<file path="src/rtl/pka_pkg.sv">
// ----------------------------------------------------------------------------
// pka_pkg
// Shared types and constants for the protection key allocator: operation and
// status codes, configuration register indexes, item and state structs.
// ----------------------------------------------------------------------------
package pka_pkg;

  localparam int unsigned MapWidth    = 16;
  localparam int unsigned KeyWidth    = 4;
  localparam int unsigned RightsWidth = 32;
  localparam int unsigned ShiftWidth  = 5;

  localparam logic [MapWidth-1:0]    UsedMapReset       = 16'h0001;
  localparam logic                   FeatureResetValue  = 1'b1;
  localparam logic [RightsWidth-1:0] InitRightsReset    = 32'h5555_5554;

  // Per-key rights flags: access-disable at bit 2k, write-disable at 2k+1
  localparam logic [1:0] FlagNoAccess = 2'b01;
  localparam logic [1:0] FlagNoWrite  = 2'b10;
  localparam logic [1:0] FlagBoth     = FlagNoAccess | FlagNoWrite;

  typedef enum logic [1:0] {
    OP_ALLOC    = 2'd0,
    OP_FREE     = 2'd1,
    OP_SET_PROT = 2'd2,
    OP_SETUP    = 2'd3
  } op_t;

  typedef enum logic [1:0] {
    STATUS_OK          = 2'd0,
    STATUS_UNSUPPORTED = 2'd1,
    STATUS_NO_FREE_KEY = 2'd2,
    STATUS_INVALID_KEY = 2'd3
  } status_t;

  // Configuration register indexes
  typedef enum logic {
    CFG_FEATURE_ENABLED = 1'b0,
    CFG_INITIAL_RIGHTS  = 1'b1
  } cfg_index_t;

  typedef struct packed {
    op_t                 opcode;
    logic [KeyWidth-1:0] key;
    logic [1:0]          prot_flags;
  } in_item_t;

  typedef struct packed {
    status_t                status;
    logic [KeyWidth-1:0]    granted_key;
    logic                   reg_write;
    logic [RightsWidth-1:0] reg_value;
  } out_item_t;

  typedef struct packed {
    logic [MapWidth-1:0]    used_map;
    logic [RightsWidth-1:0] saved_rights;
    logic [RightsWidth-1:0] register_cache;
  } pka_state_t;

endpackage

</file>
<file path="src/rtl/pka_core.sv">
// ----------------------------------------------------------------------------
// pka_core
// Single-pass operation logic: lowest-free-key search, rights field update,
// register write filtering, and next state for one item.
// ----------------------------------------------------------------------------
module pka_core import pka_pkg::*; #(
  parameter int unsigned KEY_COUNT = 16
) (
  input  in_item_t                item,
  input  pka_state_t              state,
  input  logic                    feature_enabled,
  input  logic [RightsWidth-1:0]  initial_rights,
  output out_item_t               result,
  output pka_state_t              state_next
);

  localparam int unsigned KeyLimit = (KEY_COUNT < MapWidth) ? KEY_COUNT : MapWidth;
  localparam logic [MapWidth-1:0] LimitMask = MapWidth'((33'd1 << KeyLimit) - 33'd1);

  logic [MapWidth-1:0]    free_map;
  logic                   found;
  logic [KeyWidth-1:0]    alloc_key;
  logic                   key_ok;
  logic [ShiftWidth-1:0]  shamt;
  logic [RightsWidth-1:0] field_mask;
  logic [RightsWidth-1:0] write_value;
  logic                   write_intent;
  logic                   do_write;

  // Find the lowest free key inside the managed range
  always_comb begin
    free_map  = ~state.used_map & LimitMask;
    found     = 1'b0;
    alloc_key = '0;
    for (int i = MapWidth - 1; i >= 0; i--) begin
      if (free_map[i]) begin
        found     = 1'b1;
        alloc_key = KeyWidth'(i);
      end
    end
  end

  assign key_ok     = (32'(item.key) < KeyLimit);
  assign shamt      = {item.key, 1'b0};
  assign field_mask = RightsWidth'(FlagBoth) << shamt;

  // Decode the operation and build the next state
  always_comb begin
    state_next   = state;
    result       = '0;
    result.status = STATUS_OK;
    write_value  = state.register_cache;
    write_intent = 1'b0;
    case (item.opcode)
      OP_ALLOC: begin
        if (!feature_enabled) begin
          result.status = STATUS_UNSUPPORTED;
        end else if (!found) begin
          result.status = STATUS_NO_FREE_KEY;
        end else begin
          result.granted_key  = alloc_key;
          state_next.used_map = state.used_map | (MapWidth'(1) << alloc_key);
        end
      end
      OP_FREE: begin
        if (item.key == '0 || !key_ok) begin
          result.status = STATUS_INVALID_KEY;
        end else begin
          state_next.saved_rights = (state.saved_rights & ~field_mask) |
                                    (RightsWidth'(FlagNoAccess) << shamt);
          write_value  = state_next.saved_rights;
          write_intent = 1'b1;
          state_next.used_map = state.used_map & ~(MapWidth'(1) << item.key);
        end
      end
      OP_SET_PROT: begin
        if (!key_ok) begin
          result.status = STATUS_INVALID_KEY;
        end else begin
          state_next.saved_rights = (state.saved_rights & ~field_mask) |
                                    (RightsWidth'(item.prot_flags) << shamt);
          write_value  = state_next.saved_rights;
          write_intent = 1'b1;
        end
      end
      OP_SETUP: begin
        if (!feature_enabled) begin
          result.status = STATUS_UNSUPPORTED;
        end else begin
          write_value  = initial_rights;
          write_intent = 1'b1;
        end
      end
      default: begin
        result.status = STATUS_OK;
      end
    endcase

    // Drop the write when disabled or when the cache already holds the value
    do_write = write_intent && feature_enabled && (write_value != state.register_cache);
    result.reg_write = do_write;
    result.reg_value = do_write ? write_value : state.register_cache;
    state_next.register_cache = result.reg_value;
  end

endmodule

</file>
<file path="src/rtl/protection_key_allocator.sv">
// ----------------------------------------------------------------------------
// protection_key_allocator
// Path: the accept edge loads the input register; the result register loads
// from it once the output is free or being taken.
// Throughput: one item per cycle unless the output stalls, set by the single
// pass through the key search and rights update between the two registers.
// Reset: key 0 marked used, rights and cache cleared, config at defaults.
// ----------------------------------------------------------------------------
module protection_key_allocator import pka_pkg::*; #(
  parameter int unsigned KEY_COUNT = 16
) (
  input  logic                   clk,
  input  logic                   rst,
  input  logic                   in_valid,
  output logic                   in_ready,
  input  in_item_t               in_data,
  output logic                   out_valid,
  input  logic                   out_ready,
  output out_item_t              out_data,
  input  logic                   cfg_valid,
  output logic                   cfg_ready,
  input  cfg_index_t             cfg_index,
  input  logic [RightsWidth-1:0] cfg_data
);

  localparam int unsigned KeyLimit = (KEY_COUNT < MapWidth) ? KEY_COUNT : MapWidth;

  logic                   feature_enabled;
  logic [RightsWidth-1:0] initial_rights;
  pka_state_t             state;
  pka_state_t             state_next;
  logic                   stage_valid;
  in_item_t               stage_item;
  out_item_t              result;
  logic                   advance;

  assign cfg_ready = 1'b1;
  assign advance   = stage_valid && (!out_valid || out_ready);
  assign in_ready  = !stage_valid || advance;

  // Configuration registers
  always_ff @(posedge clk) begin
    if (rst) begin
      feature_enabled <= FeatureResetValue;
      initial_rights  <= InitRightsReset;
    end else if (cfg_valid) begin
      case (cfg_index)
        CFG_FEATURE_ENABLED: feature_enabled <= cfg_data[0];
        CFG_INITIAL_RIGHTS:  initial_rights  <= cfg_data;
        default:             initial_rights  <= initial_rights;
      endcase
    end
  end

  // Hold the accepted item until it can move to the result register
  always_ff @(posedge clk) begin
    if (rst) begin
      stage_valid <= 1'b0;
    end else if (in_ready) begin
      stage_valid <= in_valid;
    end
  end

  always_ff @(posedge clk) begin
    if (in_ready && in_valid) begin
      stage_item <= in_data;
    end
  end

  pka_core #(
    .KEY_COUNT (KEY_COUNT)
  ) u_core (
    .item            (stage_item),
    .state           (state),
    .feature_enabled (feature_enabled),
    .initial_rights  (initial_rights),
    .result          (result),
    .state_next      (state_next)
  );

  // Advance state together with the result register
  always_ff @(posedge clk) begin
    if (rst) begin
      state.used_map       <= UsedMapReset;
      state.saved_rights   <= '0;
      state.register_cache <= '0;
    end else if (advance) begin
      state <= state_next;
    end
  end

  always_ff @(posedge clk) begin
    if (rst) begin
      out_valid <= 1'b0;
    end else if (advance) begin
      out_valid <= 1'b1;
    end else if (out_ready) begin
      out_valid <= 1'b0;
    end
  end

  always_ff @(posedge clk) begin
    if (advance) begin
      out_data <= result;
    end
  end

`ifndef SYNTHESIS
  // Key 0 stays reserved
  assert property (@(posedge clk) disable iff (rst) state.used_map[0])
    else $error("key 0 released");

  // Keys beyond the managed range are never marked used
  assert property (@(posedge clk) disable iff (rst)
    (32'(state.used_map) >> KeyLimit) == 32'd0)
    else $error("key beyond limit marked used");

  // A pending result always reports the cache that it left behind
  assert property (@(posedge clk) disable iff (rst)
    out_valid |-> out_data.reg_value == state.register_cache)
    else $error("result value and register cache disagree");

  // A register write or a granted key only comes with ok status
  assert property (@(posedge clk) disable iff (rst)
    out_valid && (out_data.reg_write || out_data.granted_key != '0)
      |-> out_data.status == STATUS_OK)
    else $error("write or grant with failing status");

  // State holds while a stalled result waits to be taken
  assert property (@(posedge clk) disable iff (rst)
    out_valid && !out_ready |=> $stable(state))
    else $error("state changed under a stalled result");
`endif

endmodule
</file>
<file path="config.mk">
export PLATFORM = sky130hd
export DESIGN_NAME = protection_key_allocator
export DESIGN_NICKNAME = d
export VERILOG_FILES = /design/src/rtl/pka_pkg.sv /design/src/rtl/pka_core.sv /design/src/rtl/protection_key_allocator.sv
export SDC_FILE = /design/constraint.sdc
export NUM_CORES = 1
export LEC_CHECK = 0
export ABC_AREA = 1
export BUFFER_PORTS_ARGS = -buffer_cell sky130_fd_sc_hd__buf_2
export CAP_MARGIN = 30
export CORE_ASPECT_RATIO = 0.75
export CORE_UTILIZATION = 45
export CTS_CLUSTER_DIAMETER = 50
export CTS_CLUSTER_SIZE = 28
export DETAILED_ROUTE_END_ITERATION = 6
export GPL_ROUTABILITY_DRIVEN = 0
export PLACE_DENSITY = 0.7
export SLEW_MARGIN = 5
export SYNTH_ARGS = -nofsm -noshare
export SYNTH_HDL_FRONTEND = slang
export SYNTH_SLANG_ARGS = --single-unit
</file>
<file path="constraint.sdc">
create_clock -name clk -period 3.05 [get_ports clk]
set_input_delay 0.61 -clock clk [delete_from_list [all_inputs] [get_ports clk]]
set_output_delay 0.61 -clock clk [all_outputs]
set_load 0.01 [all_outputs]
</file>
### Word level (Yosys, flattened, before mapping)

Cells that the tools add are included.

| storage, ports and cells | value |
|---|---|
| memory bits (read-only) | 0 |
| bits in writable memories | 0 |
| output and inout port bits | 42 |
| flip-flop bits (word level) | 162 |
| bits in latches | 0 |
| logic and storage cells | 104 |
| memories kept | 0 |

| operators by class | value |
|---|---|
| shifts and indexed selects | 5 |
| reduce and logical (&&, ||, !) cells | 18 |
| add/sub/neg operators | 0 |
| multipliers | 0 |
| equality and inequality tests | 7 |
| bitwise gates (word level) | 9 |
| mux-type cells | 51 |
| order comparisons | 0 |
| divide/modulo/power cells | 0 |

Operators with widths:

| cell | number |
|---|---|
| $mux W32 | 3 |
| $pmux W32 S3 | 1 |
| $mux W4 | 16 |
| $or A32 B32 Y32 | 2 |
| $pmux W32 S2 | 1 |
| $mux W48 | 1 |
| $and A32 B32 Y32 | 1 |
| $mux W16 | 2 |
| $ne A32 B32 Y1 | 1 |
| $not A16 Y16 | 2 |
| $not A32 Y32 | 1 |
| $pmux W16 S2 | 1 |
| $shl A1 B4 Y16 const A | 2 |
| $shl A1 B5 Y32 const A | 1 |
| $shl A2 B5 Y32 | 1 |
| $shl A2 B5 Y32 const A | 1 |
| $mux W1 | 21 |
| $and A16 B16 Y16 | 1 |
| $or A16 B16 Y16 | 1 |
| $pmux W2 S4 | 1 |
| $mux W2 | 3 |
| $reduce_and A3 Y1 | 2 |
| $reduce_bool A2 Y1 | 3 |
| $reduce_and A5 Y1 | 1 |
| other kinds (12) | 20 |

### Longest topological paths before layout

| logic depth | value |
|---|---|
| depth after elaboration | 22 |
| depth in mapped cells | 22 |
| depth with buffers taken out | 21 |

### Hierarchy

A second synthesis with hierarchy kept.

| unflattened totals | value |
|---|---|
| cell total of the unflattened synthesis | 1694 |
| area, all modules | 10785.3 µm² |

Modules (own cells, without submodules):

| module | cells each | instances | area each (µm²) |
|---|---|---|---|
| protection_key_allocator | 729 | 1 | 6164.7 |
| pka_core | 965 | 1 | 4620.7 |

### Worst setup path after synthesis

No wires, ideal clock.

| timing path | value |
|---|---|
| kind | input -> register |
| start | in out_ready |
| end | reg out_data[0] in the netlist's numbering (enable) |
| arrival | 2.253 ns |
| library setup time | 0.419 ns |
| cell stages on the path | 5 |
| buffers on the path | 1 |
| setup slack | 0.378 ns |
| cells stage by stage | inv_1 -> nand2_1 -> nand2_1 -> clkinv_1 -> clkbuf_1 |

| between the ends | value |
|---|---|
| cells in the longest elaborated chain, start to end | 2 |

Ends and longest elaborated chain:

| what | line | source |
|---|---|---|
| start: declaration | protection_key_allocator.sv:18 | `input logic out_ready,` |
| $logic_or A1 B1 Y1 | protection_key_allocator.sv:38 | `assign advance = stage_valid && (!out_valid \|\| out_ready);` |
| $logic_and A1 B1 Y1 | protection_key_allocator.sv:38 |  |
| net advance | protection_key_allocator.sv:35 | `logic advance;` |
| end signal: assignment | protection_key_allocator.sv:104 | `out_data <= result;` |
| end: declaration | protection_key_allocator.sv:19 | `output out_item_t out_data,` |

The timed path passes the listed nets, and every way through them passes these cells.
A chain may end at the register's enable or synchronous reset.

### Worst setup path in the final report

| timing path | value |
|---|---|
| start | reg stage_item[4] in the netlist's numbering |
| end | reg, netlist name state[1] |

| between the ends | value |
|---|---|
| cells in the longest elaborated chain, start to end | 9 |
| elaborated cells between the ends (all ways) | 16 |

Ends and longest elaborated chain:

| what | line | source |
|---|---|---|
| start: declaration | protection_key_allocator.sv:33 | `in_item_t stage_item;` |
| start signal: assignment | protection_key_allocator.sv:66 | `stage_item <= in_data;` |
| $shl A2 B5 Y32 | pka_core.sv:45 | `assign field_mask = RightsWidth'(FlagBoth) << shamt;` |
| $not A32 Y32 | pka_core.sv:69, pka_core.sv:80 |  |
| $and A32 B32 Y32 | pka_core.sv:69, pka_core.sv:80 |  |
| $or A32 B32 Y32 | pka_core.sv:69 | `state_next.saved_rights = (state.saved_rights & ~field_mask) \|` |
| $mux W32 | pka_core.sv:66 | `if (item.key == '0 \|\| !key_ok) begin` |
| $pmux W32 S3 | pka_core.sv:54 | `case (item.opcode)` |
| $ne A32 B32 Y1 | pka_core.sv:100 | `do_write = write_intent && feature_enabled && (write_value != state.register_cache);` |
| $logic_and A1 B1 Y1 | pka_core.sv:100 |  |
| $mux W32 * | pka_core.sv:102 | `result.reg_value = do_write ? write_value : state.register_cache;` |

Mark *: on every way between the ends. The rest lies on a longest branch, timed or not.

==> flow_summary.json <==
{
  "h-tree-depth": 4,
  "ys_seq_elements": 162,
  "cts_sinks": 162,
  "worstPathRequired_ns": 3.38,
  "ys_top_cells_by_area": "dfxtp_1 (25%), nand2_1 (17%), edfxtp_1 (15%)",
  "cts_inserted_buffers": 17,
  "fmax_ghz": 0.3531,
  "status": "complete, no violations",
  "cp_max_fo": 17,
  "gr-usage-all-layers_pct": 27.87,
  "finalSetupTns_ns": 0,
  "clk_pin_slew_ns": 0.07,
  "crit_arrival_ns": 3.16,
  "setup_violations": 0,
  "std_cell_rows": 45,
  "slew_headroom_pct": 39.77,
  "synth_area_um2": 9314,
  "synth.area.mux_share_pct": 0,
  "clockRootBuffer": "clkbuf_16",
  "rsz0062_at_grt": "false",
  "insertion_delay_ns": 0.44,
  "endpoint_kind": "flip-flop",
  "hold_start": "in_data[6]",
  "dpl_cell_area_um2": 10180,
  "grt_max_degree": 72,
  "design_area_um2": 11140,
  "hold_class": "in -> reg",
  "slew_viol_final": 0,
  "ir_drop_mv": 0.4092,
  "syn_nets": 1486,
  "p_leak_nw": 5.323,
  "antenna_left": 0,
  "synth-simple-area-share_pct": 36.31,
  "period_share_pct": 92.86,
  "clock_skew_ns": 0.01141,
  "antennaDiodeCount": 0,
  "synthXorXnorAreaFrac_pct": 0,
  "synth_compound_area_share_pct": 13.30,
  "whs_path_depth": 1,
  "maxCapViolCount": 0,
  "fp.dieH_um": 126.6,
  "synthAdderAreaFrac_pct": 0,
  "drive_above_1_share_pct": 15.55,
  "tightest_slew_ns": 0.9034,
  "core_um2": 20270,
  "first_pass_iters": 5,
  "initial_core_util_pct": 45.95,
  "die-area_um2": 21280,
  "cp-start-kind": "flip-flop",
  "timing.rr.end": "state[1]",
  "antenna_found_initial": 0,
  "port_buffers": 86,
  "finalNetCount": 1583,
  "dp_hpwl_mm": 20.57,
  "critPathKind": "reg -> reg",
  "gr-total-overflow": 0,
  "dieWidth_um": 168.1,
  "yosysWarnings": 0,
  "vias_per_cell": 5.533,
  "yosysUniqueCellTypes": 31,
  "p_per_area_nw_per_um2": 526.8,
  "final_util_pct": 54.98,
  "wl_mm": 29.81,
  "synth_top_area_share_pct": 24.72,
  "area_growth_pct": 19.65,
  "synthCells": 1440,
  "r2r_slack_ns": 0.22,
  "wl_per_cell_um": 16.49,
  "cts_tree": "yes",
  "drtIter0Drc": 1204,
  "dr_total_vias": 10000,
  "reg2reg_from": "stage_item[4]",
  "final_hold_viol_count": 0,
  "clock_path_buffers": 2,
  "grt_pass1_vias": 8726,
  "post-route-drc-count": 0,
  "final.min_clock_period_ns": 2.832,
  "synth_top_area_cell": "dfxtp_1",
  "synth_area_per_cell_um2": 6.468,
  "grt_pass1_wl_mm": 45.95,
  "seq_area_frac_synth_pct": 39.87,
  "ctsHoldBuffers": 0,
  "io_pins": 88,
  "synth_top_family_by_area": "simple AND/OR/NAND/NOR gates",
  "worstRegToRegCells": 21,
  "hold_end": "stage_item[6]"
}
==> worst max-delay path by stage <==
| stage | start | to | cells after the start |
|---|---|---|---|
| final | stage_item[4] | state[1] | 21 |
| after global routing | stage_item[4] | state[7] | 21 |
| after CTS | stage_item[3] | state[15] | 21 |
| after detailed placement | stage_item[3] | out_data[16] | 19 |
| after global placement | stage_item[3] | state[1] | 21 |
| after floorplan | out_ready | out_data[0] | 5 |
==> synth_stat cells <==
cell and number:
buf_4 3, a21oi_1 115, or2_0 1, edfxtp_1 47, clkinv_1 1, nor2_2 2
nand3_1 169, a31oi_1 5, nand2_4 1, inv_1 153, nor2_4 3, dfxtp_1 115
nand4_1 29, a211oi_1 5, clkbuf_1 43, nor2_1 124, a21boi_0 1, conb_1 1
buf_2 24, o211ai_1 2, buf_6 4, a22oi_1 1, nand2_1 429, a311oi_1 5
nand2_2 4, buf_1 6, o21ai_0 98, inv_2 7, or2_2 8, nor3_1 28
o21ai_1 6
==> timing repair <==
action                                  4_1_cts  5_1_grt
buffers inserted                              0       17
resized for setup                             0       43
endpoints found under the setup margin        0       65
==> placed cells by master, fill, tap and decap left out, types with 2 or more instances in the layout <==
master     instances
inv_6              4
a21oi_2            2
bufinv_16          4
or2_2              8
buf_6              5
nor2_2             7
nand3_1          165
nand3_2            4
o211ai_1           2
inv_4              4
nor2_1           113
clkbuf_16         19
a211oi_1           5
dfxtp_1          115
nand2_2            5
inv_8              3
nor2_4             9
nor3_2             2
o21ai_1            7
buf_4             59
a21oi_1          113
nor3_1            26
o21ai_0           97
buf_2             87
buf_12             6
inv_1            151
a31oi_1            5
a311oi_1           5
nand2_4            3
nand2_1          425
edfxtp_1          47
nand4_1           29
inv_2              6
==> state kept, by name (all words and copies together) (netlist names) <==
| name | count |
|---|---|
| state | 80 |
| feature_enabled | 1 |
| stage_item | 8 |
| stage_valid | 1 |
| initial_rights | 32 |
| out_valid | 1 |
| out_data | 39 |
==> metrics by stage <==
stage	worst slack, ns	hold WS (ns)	instances	power [mW]
2_1_floorplan	0.3785	0.4293	1440	3.091
3_3_place_gp	0.08302	0.4509	1757	3.398
3_5_place_dp	0.09468	0.4585	1757	3.413
4_1_cts	0.03565	0.3282	1789	5.830
5_1_grt	0.01009	0.3253	1808	6.102
6_report	0.2176	0.3416	1808	5.871
==> per-layer routing <==
layer	global-route usage, %	share of wire [%]	vias up	wire, um
met5	0	0	-	0
met4	9.412	2.7	0	800
met3	7.363	11	65	3415
met2	40.51	41	544	12370
met1	39.87	44	4496	13220
li1	-	-	4899	-
==> power by group <==
part / switching [mW] / internal, mW
clock network: 0.989 / 1.45
registers: 0.0824 / 2.35
logic: 0.660 / 0.345
total: 1.73 / 4.14
==> area by class of cell <==
type	instances	area (um2)
well taps	258	322.8
clock buffers	18	450.4
inverters	161	615.6
repair buffers	158	1080
fillers	1959	9125
multi-input cells	1037	4753
clock inverters	14	209.0
flip-flops and latches	162	3714
==> kinds of logic (layout without fill, tap and decap cells) <==
family / after synthesis / in the layout
other cells: 1 / 1
simple gates: 798 / 798
compound gates: 238 / 238
flops: 162 / 162
buf+inv: 241 / 351
==> critical path: stages, from the launching register on <==
cell,delay [ns]
edfxtp_1,0.53
buf_4,0.22
nor2_4,0.17
buf_4,0.14
nand3_1,0.09
nand2_1,0.10
nand2_1,0.06
nand2_2,0.10
nand2_1,0.08
nand3_1,0.07
nand2_1,0.06
inv_1,0.05
nand2_1,0.05
nor2_1,0.12
nand2_1,0.12
nor2_2,0.17
nand2_4,0.10
buf_12,0.16
nand3_1,0.10
nand3_1,0.09
nand2_1,0.10
inv_1,0.03
(Power assumes the default switching activity.)
